### src/psfm_pkg.sv
package psfm_pkg;

  localparam int unsigned FrameBits = 16;
  localparam int unsigned PhaseW    = $clog2(FrameBits) + 1;
  localparam int unsigned GapW      = 12;
  localparam int unsigned CaptW     = 8;
  localparam logic [GapW-1:0] GapReset = GapW'(280);

  // Read frames send the frame twice, writes once
  localparam logic [1:0] FramesWrite = 2'd1;
  localparam logic [1:0] FramesRead  = 2'd2;

  // Config register byte offsets (word index in paddr[2])
  localparam logic RegGapTicks = 1'b0;

  // Input tuser codes
  localparam logic KindTick  = 1'b0;
  localparam logic KindStart = 1'b1;

  typedef enum logic [2:0] {
    SEQ_IDLE  = 3'b001,
    SEQ_FRAME = 3'b010,
    SEQ_GAP   = 3'b100
  } seq_e;

  typedef struct packed {
    seq_e                  seq;
    logic [FrameBits-1:0]  frame;
    logic [PhaseW-1:0]     phase;
    logic                  clk_high;
    logic [1:0]            frames_left;
    logic [GapW-1:0]       gap_count;
    logic                  port;
    logic [CaptW-1:0]      capture;
  } seq_state_t;

  typedef struct packed {
    logic       kind;
    logic       port_select;
    logic       write_not_read;
    logic [3:0] reg_address;
    logic [7:0] write_data;
    logic       miso;
  } tick_in_t;

  typedef struct packed {
    logic [7:0] read_byte;
    logic       done_res;
    logic       busy_res;
    logic       mosi;
    logic       sck;
    logic       cs2_n;
    logic       cs1_n;
  } tick_out_t;

endpackage

### src/parity_spi_register_frame_master.sv
// Each accepted input word has its result word registered and offered in the next cycle.
// Throughput: one word per cycle while the output side drains results; the sequencer state register is the only loop.
// Reset: rst_ni is asynchronous, active low; sequencer goes idle with all
// state zero, gap_ticks returns to 280 and the output register empties.
// The result register decouples the sides, so input is taken while a result waits
// as long as m_axis_tready drains it in the same cycle.
module parity_spi_register_frame_master
  import psfm_pkg::*;
(
  input  logic        clk_i,
  input  logic        rst_ni,
  // APB config
  input  logic        psel,
  input  logic        penable,
  input  logic        pwrite,
  input  logic [2:0]  paddr,
  input  logic [31:0] pwdata,
  output logic [31:0] prdata,
  output logic        pready,
  // input stream
  input  logic        s_axis_tvalid,
  output logic        s_axis_tready,
  // [0] port_select, [1] write_not_read, [5:2] reg_address,
  // [13:6] write_data, [14] miso, [15] zero
  input  logic [15:0] s_axis_tdata,
  // [0] kind
  input  logic        s_axis_tuser,
  // output stream
  output logic        m_axis_tvalid,
  input  logic        m_axis_tready,
  // [0] cs1_n, [1] cs2_n, [2] sck, [3] mosi, [4] busy_res, [5] done_res,
  // [13:6] read_byte, [15:14] zero
  output logic [15:0] m_axis_tdata
);

  logic            in_fire;
  logic [GapW-1:0] gap_ticks;
  tick_in_t        tick;
  seq_state_t      state_q, state_d;
  tick_out_t       res_d, res_q;
  logic            out_valid_q;

  psfm_apb u_apb (
    .clk_i       (clk_i),
    .rst_ni      (rst_ni),
    .psel        (psel),
    .penable     (penable),
    .pwrite      (pwrite),
    .paddr       (paddr),
    .pwdata      (pwdata),
    .prdata      (prdata),
    .pready      (pready),
    .gap_ticks_o (gap_ticks)
  );

  // unpack input word
  assign tick.kind           = s_axis_tuser;
  assign tick.port_select    = s_axis_tdata[0];
  assign tick.write_not_read = s_axis_tdata[1];
  assign tick.reg_address    = s_axis_tdata[5:2];
  assign tick.write_data     = s_axis_tdata[13:6];
  assign tick.miso           = s_axis_tdata[14];

  psfm_step u_step (
    .cur_i       (state_q),
    .tick_i      (tick),
    .gap_ticks_i (gap_ticks),
    .nxt_o       (state_d),
    .res_o       (res_d)
  );

  assign s_axis_tready = !out_valid_q || m_axis_tready;
  assign in_fire       = s_axis_tvalid && s_axis_tready;

  // sequencer state
  always_ff @(posedge clk_i or negedge rst_ni) begin
    if (!rst_ni) begin
      state_q <= '{seq: SEQ_IDLE, default: '0};
    end else if (in_fire) begin
      state_q <= state_d;
    end
  end

  // result register
  always_ff @(posedge clk_i or negedge rst_ni) begin
    if (!rst_ni) begin
      out_valid_q <= 1'b0;
    end else if (in_fire) begin
      out_valid_q <= 1'b1;
    end else if (m_axis_tready) begin
      out_valid_q <= 1'b0;
    end
  end

  always_ff @(posedge clk_i) begin
    if (in_fire) begin
      res_q <= res_d;
    end
  end

  assign m_axis_tvalid = out_valid_q;
  assign m_axis_tdata  = {2'b00, res_q.read_byte, res_q.done_res, res_q.busy_res,
                          res_q.mosi, res_q.sck, res_q.cs2_n, res_q.cs1_n};

  // done word closes the transaction with both selects released
  a_done_idle: assert property (@(posedge clk_i) disable iff (!rst_ni)
    out_valid_q && res_q.done_res |-> !res_q.busy_res && res_q.cs1_n && res_q.cs2_n)
    else $error("done word with busy or chip select active");

  // a clock pulse always has exactly one chip select low
  a_sck_cs: assert property (@(posedge clk_i) disable iff (!rst_ni)
    out_valid_q && res_q.sck |-> res_q.cs1_n != res_q.cs2_n)
    else $error("sck high without a single chip select");

  // bit counter never passes the frame end
  a_phase: assert property (@(posedge clk_i) disable iff (!rst_ni)
    state_q.seq == SEQ_FRAME |-> state_q.phase <= PhaseW'(FrameBits))
    else $error("bit phase beyond frame");

  // a start taken while idle enters the frame
  a_start: assert property (@(posedge clk_i) disable iff (!rst_ni)
    in_fire && s_axis_tuser && state_q.seq == SEQ_IDLE |=> state_q.seq == SEQ_FRAME)
    else $error("start not taken while idle");

endmodule

### src/psfm_apb.sv
module psfm_apb
  import psfm_pkg::*;
(
  input  logic            clk_i,
  input  logic            rst_ni,
  input  logic            psel,
  input  logic            penable,
  input  logic            pwrite,
  input  logic [2:0]      paddr,
  input  logic [31:0]     pwdata,
  output logic [31:0]     prdata,
  output logic            pready,
  output logic [GapW-1:0] gap_ticks_o
);

  logic [GapW-1:0] gap_q;
  logic            wr_en;

  assign pready = 1'b1;
  assign wr_en  = psel && penable && pwrite && (paddr[2] == RegGapTicks);

  // gap register
  always_ff @(posedge clk_i or negedge rst_ni) begin
    if (!rst_ni) begin
      gap_q <= GapReset;
    end else if (wr_en) begin
      gap_q <= pwdata[GapW-1:0];
    end
  end

  // read back
  always_comb begin
    prdata = '0;
    if (paddr[2] == RegGapTicks) begin
      prdata = {{(32-GapW){1'b0}}, gap_q};
    end
  end

  assign gap_ticks_o = gap_q;

endmodule

### src/psfm_step.sv
module psfm_step
  import psfm_pkg::*;
(
  input  seq_state_t      cur_i,
  input  tick_in_t        tick_i,
  input  logic [GapW-1:0] gap_ticks_i,
  output seq_state_t      nxt_o,
  output tick_out_t       res_o
);

  logic       cs_low;
  logic       parity;
  logic [3:0] bit_idx;

  // frame bit index, MSB first
  assign bit_idx = 4'(FrameBits - 1) - cur_i.phase[3:0];
  // odd parity over write flag, address and data
  assign parity  = ~(^{tick_i.write_not_read, tick_i.reg_address, tick_i.write_data});

  always_comb begin
    nxt_o           = cur_i;
    cs_low          = 1'b0;
    res_o           = '0;
    case (cur_i.seq)
      SEQ_FRAME: begin
        res_o.busy_res = 1'b1;
        if (cur_i.phase < PhaseW'(FrameBits)) begin
          cs_low     = 1'b1;
          res_o.mosi = cur_i.frame[bit_idx];
          if (!cur_i.clk_high) begin
            res_o.sck      = 1'b1;
            nxt_o.capture  = {cur_i.capture[CaptW-2:0], tick_i.miso};
            nxt_o.clk_high = 1'b1;
          end else begin
            nxt_o.clk_high = 1'b0;
            nxt_o.phase    = cur_i.phase + PhaseW'(1);
          end
        end else if (cur_i.frames_left <= FramesWrite) begin
          nxt_o.frames_left = '0;
          res_o.busy_res    = 1'b0;
          res_o.done_res    = 1'b1;
          res_o.read_byte   = cur_i.capture;
          nxt_o.seq         = SEQ_IDLE;
        end else begin
          nxt_o.frames_left = cur_i.frames_left - 2'd1;
          nxt_o.gap_count   = gap_ticks_i;
          nxt_o.seq         = SEQ_GAP;
        end
      end
      SEQ_GAP: begin
        res_o.busy_res = 1'b1;
        if (cur_i.gap_count == '0) begin
          nxt_o.seq      = SEQ_FRAME;
          nxt_o.phase    = '0;
          nxt_o.clk_high = 1'b0;
          cs_low         = 1'b1;
        end else begin
          nxt_o.gap_count = cur_i.gap_count - GapW'(1);
        end
      end
      default: begin
        nxt_o.seq = SEQ_IDLE;
        if (tick_i.kind == KindStart) begin
          nxt_o.frame       = {tick_i.write_not_read, parity, 2'b00,
                               tick_i.reg_address, tick_i.write_data};
          nxt_o.port        = tick_i.port_select;
          nxt_o.frames_left = tick_i.write_not_read ? FramesWrite : FramesRead;
          nxt_o.phase       = '0;
          nxt_o.clk_high    = 1'b0;
          nxt_o.gap_count   = '0;
          nxt_o.seq         = SEQ_FRAME;
          res_o.busy_res    = 1'b1;
          cs_low            = 1'b1;
        end
      end
    endcase
    res_o.cs1_n = !(cs_low && nxt_o.port);
    res_o.cs2_n = !(cs_low && !nxt_o.port);
  end

endmodule

### config.mk
export PLATFORM = sky130hd
export DESIGN_NAME = parity_spi_register_frame_master
export DESIGN_NICKNAME = d
export VERILOG_FILES = /design/src/psfm_pkg.sv /design/src/parity_spi_register_frame_master.sv /design/src/psfm_apb.sv /design/src/psfm_step.sv
export SDC_FILE = /design/constraint.sdc
export NUM_CORES = 1
export LEC_CHECK = 0
export ABC_AREA = 1
export BUFFER_PORTS_ARGS = -buffer_cell sky130_fd_sc_hd__buf_2
export CORE_MARGIN = 8
export CORE_UTILIZATION = 25
export CTS_BUF_LIST = sky130_fd_sc_hd__clkbuf_16
export CTS_CLUSTER_DIAMETER = 120
export DETAILED_ROUTE_END_ITERATION = 8
export SLEW_MARGIN = 25
export SYNTH_ARGS = -nofsm -noshare
export SYNTH_HDL_FRONTEND = slang
export SYNTH_HIERARCHICAL = 1
export SYNTH_SLANG_ARGS = --single-unit
### constraint.sdc
create_clock -name clk_i -period 2.49 [get_ports clk_i]
set_input_delay 0.498 -clock clk_i [delete_from_list [all_inputs] [get_ports clk_i]]
set_output_delay 0.498 -clock clk_i [all_outputs]
set_load 0.01 [all_outputs]
==> impl_results.md, run 1 <==
- Largest area contributor in the netlist: dfrtp_1
- Flop pwr share: between 30% and 40%
- Initial antenna violation count: 0
- Final nets: a little under 800
- Most frequent cell after synthesis: nand2_1
- ANT cells: 0
- Cell Rows: roughly 50
- Net Sw Frac: between 30% and 40%
- Core area: between 15000 and 20000 um^2
- WL per Instance: 12.3 um
- Async set-reset flop share out of synthesis: 81.3%
- Hold Vio Cnt, Final: 0
- Synth unique cells: 35
- Critical Path Fanout Max: 10
- Leak: 0.00296 uW
- Final instance area: ~5700 um^2
- Max Buffers Root-to-Sink: 2
- Warnings, synthesis: 6
- Post-Synth Adder-Cell Area: less than 1%
- Final Max Slew Viols: 0
- Slew headroom: 57.9%
- Number of synthesized flops with an enable pin: 14
- Placed inst area: around 5300 um^2
- Starting density of the core: between 20% and 30%
- Yosys reg bits: 75
- DP HPWL: a little under 9000 um
- Setup Viol. Count Final: 0
- NetSw: 1860 uW
- Top FF cell, synth: dfrtp_1
- Tcrit/Tclk final: 77.1%
- Largest net degree at the start of global routing: 50
- First-pass GRT wire length: a little over 20000 um
- Die width: 157 um
- Top-Level Pins: 110
- Vias per cell: around 4.3
- Iter 0 DRT Violations: just over 200
- Number of global-route vias before repair: a little over 4k
- Max-cap violations: 0
- Worst-Skew Late Latency: 0.34 ns
- Initial DRT Pass Iterations: 7
- Synth cell count leaders: 254 x nand2_1, 83 x nand3_1, 64 x inv_1
- Req. time, crit path: 2.73 ns
- TritonCTS Buffers: 9
- Clk sinks: 75
- H-Tree Depth: 3
- Xor-xnor portion of the synthesized cell area: 1.77%
- Die area: 24500 um^2
- Overflow after GRT: 0
- Mapped Cells: around 700
- GRT Total Usage: between 10 and 15%
- Share of layout cells above drive strength 1: between 10% and 20%
- CP max stage cell: dfrtp_1
- Clock root buffer master: clkbuf_16
- Post-DRT Antenna Nets: 0
- Synth Area per Inst: about 7.3 um^2
- Final WL: about 12000 um
- Drc violations: 0
- Power Internal: between 2000 and 3000 uW
- Compound-Gate Fraction of Synth Area: 7.72%
- Hold Crit Class: input port to asynchronous set/reset pin
- Area grow syn2layout: 14.3%
- R2R setup slack: 0.57 ns
- Seq/Total Area, Yosys: about two fifths
- Clk pwr share: between 20 and 30%
- Fin Clk Skew: a little under 0.01 ns
- Slowest stage delay, CP: ~0.39 ns
- Simple-gate share of the synthesized area: a little over a third
- Pwr Density: about 860 nW/um^2
- Clock transition at path regs: 0.06 ns
- CP Capture Type: flip-flop
- GPL Wtd Cong: about 0.84
- Peak VDD IR: between 0.3 and 0.4 mV
- RSZ-0062 raised after global routing: false
- CP arrival: 2.16 ns
- Top-area cell type share of the netlist area: 28.8%
- Tmin final: around 1.9 ns
- TritonCTS clock tree: done
- Post-cts gate resize count: 0
- Status: complete, no violations
- Number of post-CTS setup repair buffers: 0
- Via count: about 4.3k
- Filler cell count: ~2.1k
- Largest family of logic cells by synthesized area: simple AND/OR/NAND/NOR gates
- Worst setup SP type: flip-flop
- I/O Buffers: 63
- Combinational power share: about a third
- Mux contribution to synthesized area: 0%
- Worst path cell trace: inv_1, ha_1, nand2_1, nor2_4, nand2_4, nand2_4, inv_2, nor2_4, o21ai_0, nand3_1, nand2_1
- Fmax: roughly 0.52 GHz
- Die Y: 157 um
- Critical path class: flip-flop to flip-flop
- Area contributors post-synth: dfrtp_1 29%, nand2_1 19%, edfxtp_1 8.5%
- Setup TNS: 0 ns
- Worst-Margin Slew: 0.631 ns
- Hold_buf cts: 0
- Mapped Area: about 5000 um^2
logic make-up (layout without fill, tap and decap cells):
group | count (synthesis) | count (layout)
AO/OA/AOI/OAI | 63 | 63
XOR/XNOR | 10 | 10
adder cells (fa/ha/maj) | 3 | 3
buffers and inverters | 127 | 164
flip-flops | 75 | 75
other | 3 | 23
AND/OR/NAND/NOR | 401 | 401
state kept, by name (all words and copies together), names as in the netlist:
signal	flops
m_axis_tvalid	1
state_q	48
m_axis_tdata	14
u_apb/gap_ticks_o	12
worst paths after layout:
kind,start,end,depth (start not counted)
min in group clk_i,pwdata[8],u_apb/gap_ticks_o[8]$_DFFE_PN1P_,3
max in group asynchronous,rst_ni,u_apb/gap_ticks_o[4]$_DFFE_PN1P_,2
worst min-delay path,rst_ni,state_q[28]$_DFFE_PN0P_,1
worst max-delay path,state_q[9]$_DFFE_PN0P_,state_q[26]$_DFFE_PN0P_,11
worst min register to register,state_q[45]$_DFFE_PN1P_,state_q[45]$_DFFE_PN1P_,2
worst max register to register,state_q[9]$_DFFE_PN0P_,state_q[26]$_DFFE_PN0P_,11
per-layer routing:
| layer | track usage [%] | vias up | routed length, um |
|---|---|---|---|
| met5 | 0 | - | 0 |
| met3 | 2.26 | 15 | 586 |
| met2 | 16.3 | 89 | 5650 |
| met4 | 3.71 | 0 | 216 |
| li1 | - | 2216 | - |
| met1 | 13.5 | 1957 | 5920 |
power groups by stage:
stage / clock, uW / combinational (uW) / sequential [uW]
2_1_floorplan: 0 / 1340 / 1750
3_3_place_gp: 0 / 1630 / 1800
3_5_place_dp: 0 / 1650 / 1810
4_1_cts: 1440 / 1650 / 1790
5_1_grt: 1490 / 1890 / 1830
6_report: 1400 / 1640 / 1790
metrics by stage:
stage | hold slack [ns] | power, uW | utilization, % | setup slack [ns] | std cells
after floorplan | 0.202 | 3100 | - | 0.903 | 702
after global placement | 0.454 | 3440 | 27.4 | 0.582 | 988
after detailed placement | 0.459 | 3450 | 27.4 | 0.589 | 988
after CTS | 0.202 | 4880 | 29.1 | 0.581 | 1004
after global routing | 0.220 | 5220 | 29.1 | 0.379 | 1004
final | 0.179 | 4840 | 29.1 | 0.570 | 1004
cell usage in the layout, fill, tap and decap left out, types with 2 or more instances in the layout:
cell and instances:
conb_1 23, a22oi_1 8, ha_1 3, a21oi_1 8, o21ai_1 7, inv_2 14, nor2_1 38, o21ai_0 29
buf_2 63, nand2_2 3, nand3_1 83, nor2_4 6, xor2_1 9, nand2_1 254, inv_1 66, dfstp_2 4
bufinv_16 2, nand3_4 2, dfrtp_1 57, nand4_1 2, edfxtp_1 14, o211ai_1 4, nand2_4 7, buf_4 6
nor2_8 2, o211ai_2 2, nor2_2 2, clkbuf_16 9, nor3_1 2
worst max-delay path: cells and delay by family, from the launching register on:
| kind | cells | cell delay [ns] |
|---|---|---|
| and+or+nand+nor | 7 | 0.88 |
| buffers and inverters | 2 | 0.22 |
| adders and majority gates | 1 | 0.22 |
| AOI/OAI and AO/OA | 1 | 0.10 |
| DFF | 1 | 0.39 |
cell type report:
cell class / count / area [um^2] / share of cell area (%)
clock buffers: 9 / 225 / 3.98
clock inverters: 7 / 92.6 / 1.64
inverters: 78 / 293 / 5.18
multi-input cells: 500 / 2380 / 42.1
flip-flops and latches: 75 / 1950 / 34.5
well taps: 265 / 332 / 5.86
repair buffers: 70 / 380 / 6.73
Power figures use the tool's default switching activity.
==> inputs of run 2 (changes only) <==
- ABC_AREA: 1 -> 0
- clock period: 2.49 -> 1.6 ns (I/O delays scaled with it)
==> run 2 against run 1 <==
Net effect:
- the flow now finishes with violations (setup timing)
- synthesized cell count is 44% lower
- clock skew down 0.0017 ns
- cell count decreased by 24%
- global-route usage grew 0.52 points
- core utilization is 7.8 points higher
- critical endpoint is now state_q[25]$_DFFE_PN0P_
- largest power group is now combinational logic
==> impl_results.md, run 2 <==
- Status: finished with violations
- Failing checks: setup timing
- Hold_ws: 0.211 ns (+0.0320 ns)
- CP arrival: 2.40 ns (+0.24 ns)
- Mapped Area: 4580 um^2 (-7.5%)
- CP bufs+invs: 2 (unchanged)
- DP HPWL: 8560 um (-2.4%)
- TritonCTS Buffers: 9 (unchanged)
- Largest area contributor in the netlist: dfrtp_1
- Cell Rows: 49 (-3.9%)
- Number of synthesized flops with an enable pin: 14 (unchanged)
- Die area: 22900 um^2 (-6.7%)
- Crit-path leading delay family: compound AO/OA/AOI/OAI gates
- Mux contribution to synthesized area: 23.9% (+24 points)
- Critical Path Fanout Max: 4 (-6)
- Synth cell count leaders: 62 x mux2_2, 57 x dfrtp_1, 23 x buf_4
- Fin Clk Skew: 0.00805 ns (-0.00166 ns)
- GPL Wtd Cong: 0.857 (+2.1%)
- Yosys reg bits: 75 (unchanged)
- Post-DRT Antenna Nets: 0 (unchanged)
- Worst-Skew Late Latency: 0.34 ns (about the same)
- Warnings, synthesis: 6 (unchanged)
- Final WL: 12000 um (-3.1%)
- Final nets: 596 (-25%)
- Simple-gate share of the synthesized area: 13.1% (-23 points)
- Drc violations: 0 (unchanged)
- Die Y: 151 um (-3.4%)
- Worst setup SP type: flip-flop
- Largest net degree at the start of global routing: 40 (-20%)
- Initial antenna violation count: 0 (unchanged)
- H-Tree Depth: 3 (unchanged)
- Xor-xnor portion of the synthesized cell area: 3.20% (+1.4 points)
- Pwr Density: 1300 nW/um^2 (+52%)
- GRT Total Usage: 10.8% (+0.52 points)
- Post-Synth Adder-Cell Area: 0.820% (+0.061 points)
- Setup ws final: -0.570 ns (-1.14 ns)
- First-pass GRT wire length: 19500 um (-4.4%)
- Area contributors post-synth: dfrtp_1 31%, mux2_2 15%, edfxtp_1 9.2%
- Share of layout cells above drive strength 1: 60.1% (+43 points)
- RSZ-0062 raised after global routing: true
- Max reg flops: 48 (unchanged)
- Largest Register: state_q
- Critical path class: flip-flop to flip-flop
- Initial DRT Pass Iterations: 4 (-3)
- Vias per cell: 4.54 (+6.5%)
- Tmin final: 2.17 ns (+0.250 ns)
- Via count: 3483 (-19%)
- I/O Buffers: 63 (unchanged)
- Leak: 0.00322 uW (+8.8%)
- Top FF cell, synth: dfrtp_1
- Most frequent cell after synthesis: mux2_2
- Final Max Slew Viols: 0 (unchanged)
- Overflow after GRT: 0 (unchanged)
- Top-Level Pins: 110 (unchanged)
- Max-cap violations: 0 (unchanged)
- Synth unique cells: 62 (+77%)
- Clock root buffer master: clkbuf_16
- CP Capture Type: flip-flop
- Commonest non-fill, non-tap cell in the layout: buf_4
- Die width: 151 um (-3.4%)
- Synth Area per Inst: 12.0 um^2 (+65%)
- Core area: 18000 um^2 (-7.7%)
- Area grow syn2layout: 44.6%
- Async set-reset flop share out of synthesis: 81.3% (unchanged)
- ANT cells: 0 (unchanged)
- Top-area cell type share of the netlist area: 31.2% (+2.3 points)
- Most frequent cells in the layout: 73 x buf_4, 63 x buf_2, 56 x dfrtp_1
- Fmax: 0.461 GHz (-12%)
- WL per Instance: 15.6 um (+27%)
- Number of global-route vias before repair: 3844 (-5.1%)
- Starting density of the core: 25.5% (+0.066 points)
- Req. time, crit path: 1.83 ns (-0.90 ns)
- Setup TNS: -16.09 ns (-16.09 ns)
- Max Buffers Root-to-Sink: 2 (unchanged)
- Worst-Margin Slew: 0.560 ns (-0.0713 ns)
- Slowest stage delay, CP: 0.39 ns (about the same)
- Mapped Cells: 382 (-44%)
- TritonCTS clock tree: done
- Setup Viol. Count Final: 54 (+54)
- Slew headroom: 62.7% (+4.8 points)
- Clk sinks: 75 (unchanged)
- Seq/Total Area, Yosys: 42.6% (+3.2 points)
- Tcrit/Tclk final: 136% (+59 points)
- Iter 0 DRT Violations: 250 (+24%)
- Clock transition at path regs: 0.06 ns (about the same)
- Peak VDD IR: 0.624 mV (+100%)
- CP max stage cell: or3b_4
- Compound-Gate Fraction of Synth Area: 9.08% (+1.4 points)
- Worst path cell trace: inv_2, ha_4, or3b_4, o31ai_4, buf_4, o221ai_1, a32o_1, mux2_2
- Largest family of logic cells by synthesized area: multiplexers
- Hold Crit Class: input port to flip-flop
- Hold Vio Cnt, Final: 0 (unchanged)
## run 2: layout make-up
class / instances / area [um^2]
fillers: 1727 / 11300
repair buffers: 166 / 1260
inverters: 8 / 30.0
multi-input cells: 274 / 2800
clock inverters: 7 / 62.6
well taps: 229 / 287
flip-flops and latches: 75 / 1950
clock buffers: 9 / 225
## run 2: metrics by stage
step | power, uW | worst slack, ns | cells | utilization [%] | area (um^2)
after floorplan | 5000 | -0.622 | 402 | - | 4850
after global placement | 6040 | -0.615 | 737 | 32.5 | 5840
after detailed placement | 6160 | -0.658 | 737 | 32.5 | 5840
after CTS | 8550 | -0.567 | 763 | 36.0 | 6470
after global routing | 9130 | -0.669 | 768 | 36.8 | 6620
final | 8590 | -0.570 | 768 | 36.8 | 6620
## run 2: cell families after synthesis
family | count (synthesis)
XOR/XNOR | 12
adder cells (fa/ha/maj) | 3
AO/OA/AOI/OAI | 51
multiplexers | 86
buffers and inverters | 53
AND/OR/NAND/NOR | 99
flip-flops | 75
other | 3
## run 2: per-layer routing
metal,wire (um),GRT usage (%),vias to the layer above
li1,-,-,1652
met3,601,3.08,18
met4,181,3.66,0
met2,5930,18.3,83
met1,5280,12.9,1730
met5,0,0,-
## run 2: power breakdown
part           total [uW]  switching, uW  internal, uW  leakage [uW]
clock                2010            814          1190      0.000146
combinational        3730           1400          2330       0.00217
sequential           2860            403          2460      0.000905
## run 2: worst paths after layout
check / start / to / slack [ns] / depth (start not counted)
max in group asynchronous: rst_ni / state_q[45]$_DFFE_PN1P_ / 0.55 / 3
min in group asynchronous: rst_ni / state_q[36]$_DFFE_PN0P_ / 0.46 / 2
min reg2reg: state_q[8]$_DFFE_PN0P_ / state_q[8]$_DFFE_PN0P_ / 0.51 / 1
max: state_q[9]$_DFFE_PN0P_ / state_q[25]$_DFFE_PN0P_ / -0.57 / 8
min: pwdata[1] / u_apb/gap_ticks_o[1]$_DFFE_PN0P_ / 0.21 / 2
max reg2reg: state_q[9]$_DFFE_PN0P_ / state_q[25]$_DFFE_PN0P_ / -0.57 / 8
## run 2: repair_timing
item | CTS | global route
endpoints found under the setup margin | 58 | 60
endpoints found under the hold margin | 15 | 0
gates cloned | 1 | 0
gates resized for setup | 62 | 27
hold buffers | 1 | 0
pin swaps | 18 | 19
buffers inserted | 8 | 7
==> inputs of run 3 (changes only) <==
--- a/config.mk
+++ b/config.mk
@@ -14,2 +14,3 @@
 export DETAILED_ROUTE_END_ITERATION = 8
+export SKIP_CTS_REPAIR_TIMING = 1
 export SLEW_MARGIN = 25
--- a/constraint.sdc
+++ b/constraint.sdc
@@ -3,2 +3,2 @@
 set_output_delay 0.32 -clock clk_i [all_outputs]
-set_load 0.01 [all_outputs]
+set_load 0.1 [all_outputs]
==> run 3 against run 2 <==
Net effect:
- the run still ends with setup timing left
- sequential power is 2% higher
- die area stayed put
- cell count is 2.7% lower
- total power is 11% higher
- largest power group unchanged
- non-clock buffer count is 21 lower
- count of clock-buffer cells in the layout stayed put
- hold slack worse by 0.0029 ns
- sequential cell count stayed put
- largest cell class unchanged
- critical path depth is 2 lower
==> impl_results.md, run 3 (synthesis gave the netlist of run 2 again) <==
- Final nets: 575 (-3.5%)
- Hold_ws: 0.208 ns (-0.00290 ns)
- Fin Clk Skew: 0.0125 ns (+0.00450 ns)
- CP arrival: 2.43 ns (+0.03 ns)
- RSZ-0062 raised after global routing: true
- Worst path cell trace: or4_4, o31ai_4, buf_6, o211ai_1, a221o_1, mux2_2
- Via count: 3401 (-2.4%)
- Tmin final: 2.21 ns (+0.0351 ns)
- Failing checks: setup timing
- Max Buffers Root-to-Sink: 2 (unchanged)
- Worst-Skew Late Latency: 0.34 ns (about the same)
- Die width: 151 um (unchanged)
- Multi-input logic area: 2810 um^2 (+0.54%)
- Slowest stage delay, CP: 0.59 ns (+0.20 ns)
- ANT cells: 0 (unchanged)
- Largest Register: state_q
- Most frequent cells in the layout: 54 x buf_4, 54 x dfrtp_1, 52 x mux2_4
- Setup Viol. Count Final: 56 (+3.7%)
- Worst setup SP type: flip-flop
- Status: finished with violations
- Fin cells: 747 (-2.7%)
- H-Tree Depth: 3 (unchanged)
- Starting density of the core: 25.5% (unchanged)
- Max-cap violations: 0 (unchanged)
- Share of layout cells above drive strength 1: 59.8% (-0.27 points)
- CP max stage cell: or4_4
- First-pass GRT wire length: 18200 um (-6.7%)
- DR top layer: met4
- Iter 0 DRT Violations: 198 (-21%)
- Largest net degree at the start of global routing: 27 (-33%)
- CP Capture Type: flip-flop
- Final Power: 9570 uW (+11%)
- Hold Vio Cnt, Final: 0 (unchanged)
- Dpl cells: 718 (-2.6%)
- Met1 WL: 5370 um (+1.7%)
- Initial antenna violation count: 0 (unchanged)
- Area taken by flip-flops and latches: 1960 um^2 (+0.26%)
- Die Y: 151 um (unchanged)
- Top-Level Pins: 110 (unchanged)
- Critical path class: flip-flop to flip-flop
- Filler cell count: 1737 (+0.58%)
- Post-Route Utilization: 37.5% (+0.61 points)
- GRT Total Usage: 10.2% (-0.66 points)
- Setup ws final: -0.605 ns (-0.0351 ns)
- GPL Wtd Cong: 0.914 (+6.6%)
- Fmax: 0.453 GHz (-1.6%)
- Area grow syn2layout: 47.0%
- Pwr Density: 1420 nW/um^2 (+9.6%)
- Met2 wire len: 5680 um (-4.2%)
- Critical Path Fanout Max: 6 (+2)
- Overflow after GRT: 0 (unchanged)
- Final Max Slew Viols: 0 (unchanged)
- WL per Instance: 15.8 um (+1.5%)
- Number of global-route vias before repair: 3611 (-6.1%)
- Clock transition at path regs: 0.06 ns (about the same)
- Hold Crit Class: input port to flip-flop
- Vias per cell: 4.55 (+0.39%)
- I/O Buffers: 63 (unchanged)
- TritonCTS clock tree: done
- Req. time, crit path: 1.83 ns (about the same)
- Clock root buffer master: clkbuf_16
- Initial DRT Pass Iterations: 4 (unchanged)
- Peak VDD IR: 0.778 mV (+25%)
- Clk sinks: 75 (unchanged)
- TritonCTS Buffers: 9 (unchanged)
- Drc violations: 0 (unchanged)
- Post-DRT Antenna Nets: 0 (unchanged)
- Tcrit/Tclk final: 138% (+2.2 points)
- Leak: 0.00319 uW (-0.98%)
- Max reg flops: 48 (unchanged)
- Core area: 18000 um^2 (unchanged)
- DP HPWL: 8480 um (-0.99%)
- Die area: 22900 um^2 (unchanged)
- Cell Rows: 49 (unchanged)
- Final WL: 11800 um (-1.3%)
- Routed met3 length: 685 um (+14%)
==> run 3: routing by layer <==
layer,track usage (%),vias to the layer above
li1,-,1625
met1,12.5,1672
met2,16.3,96
met3,3.97,8
met4,2.72,0
met5,0,-
==> run 3: power by group <==
group | switching (uW) | internal (uW) | leakage (uW)
clock | 804 | 1360 | 0.000161
sequential | 456 | 2460 | 0.000903
combinational | 2150 | 2340 | 0.00213
==> run 3: path summary, 6_finish.rpt <==
| path | startpoint | to | slack (ns) | cells after the start |
|---|---|---|---|---|
| setup / recovery | state_q[17]$_DFFE_PN0P_ | state_q[18]$_DFFE_PN0P_ | -0.61 | 6 |
| hold / removal | pwdata[11] | u_apb/gap_ticks_o[11]$_DFFE_PN0P_ | 0.21 | 2 |
| setup reg to reg | state_q[17]$_DFFE_PN0P_ | state_q[18]$_DFFE_PN0P_ | -0.61 | 6 |
| hold reg to reg | state_q[8]$_DFFE_PN0P_ | state_q[8]$_DFFE_PN0P_ | 0.53 | 1 |
| max in group asynchronous | rst_ni | u_apb/gap_ticks_o[3]$_DFFE_PN1P_ | 0.61 | 3 |
| min in group asynchronous | rst_ni | state_q[3]$_DFFE_PN0P_ | 0.44 | 2 |
==> run 3: final cells by class <==
| cell class | instances | share of cell area (%) |
|---|---|---|
| clock buffers | 9 | 3.35 |
| clock inverters | 7 | 1.36 |
| well taps | 229 | 4.26 |
| multi-input cells | 274 | 41.8 |
| inverters | 8 | 0.502 |
| repair buffers | 145 | 19.6 |
| flip-flops and latches | 75 | 29.1 |
==> run 3: stage by stage <==
stage                     cell area, um^2  setup slack [ns]  setup TNS [ns]
after floorplan                      4880            -0.622          -21.92
after CTS                            6230            -0.673          -19.25
final                                6730            -0.605          -14.80
after global routing                 6730            -0.683          -18.45
after global placement               5920            -0.587          -16.57
after detailed placement             5920            -0.647          -18.55
==> run 3: critical path, delay by kind of cell (launching register included) <==
kind	cells	cell delay, ns
multiplexers	1	0.26
flip-flops	1	0.38
buffers and inverters	1	0.16
AO/OA/AOI/OAI	3	0.70
AND/OR/NAND/NOR	1	0.59
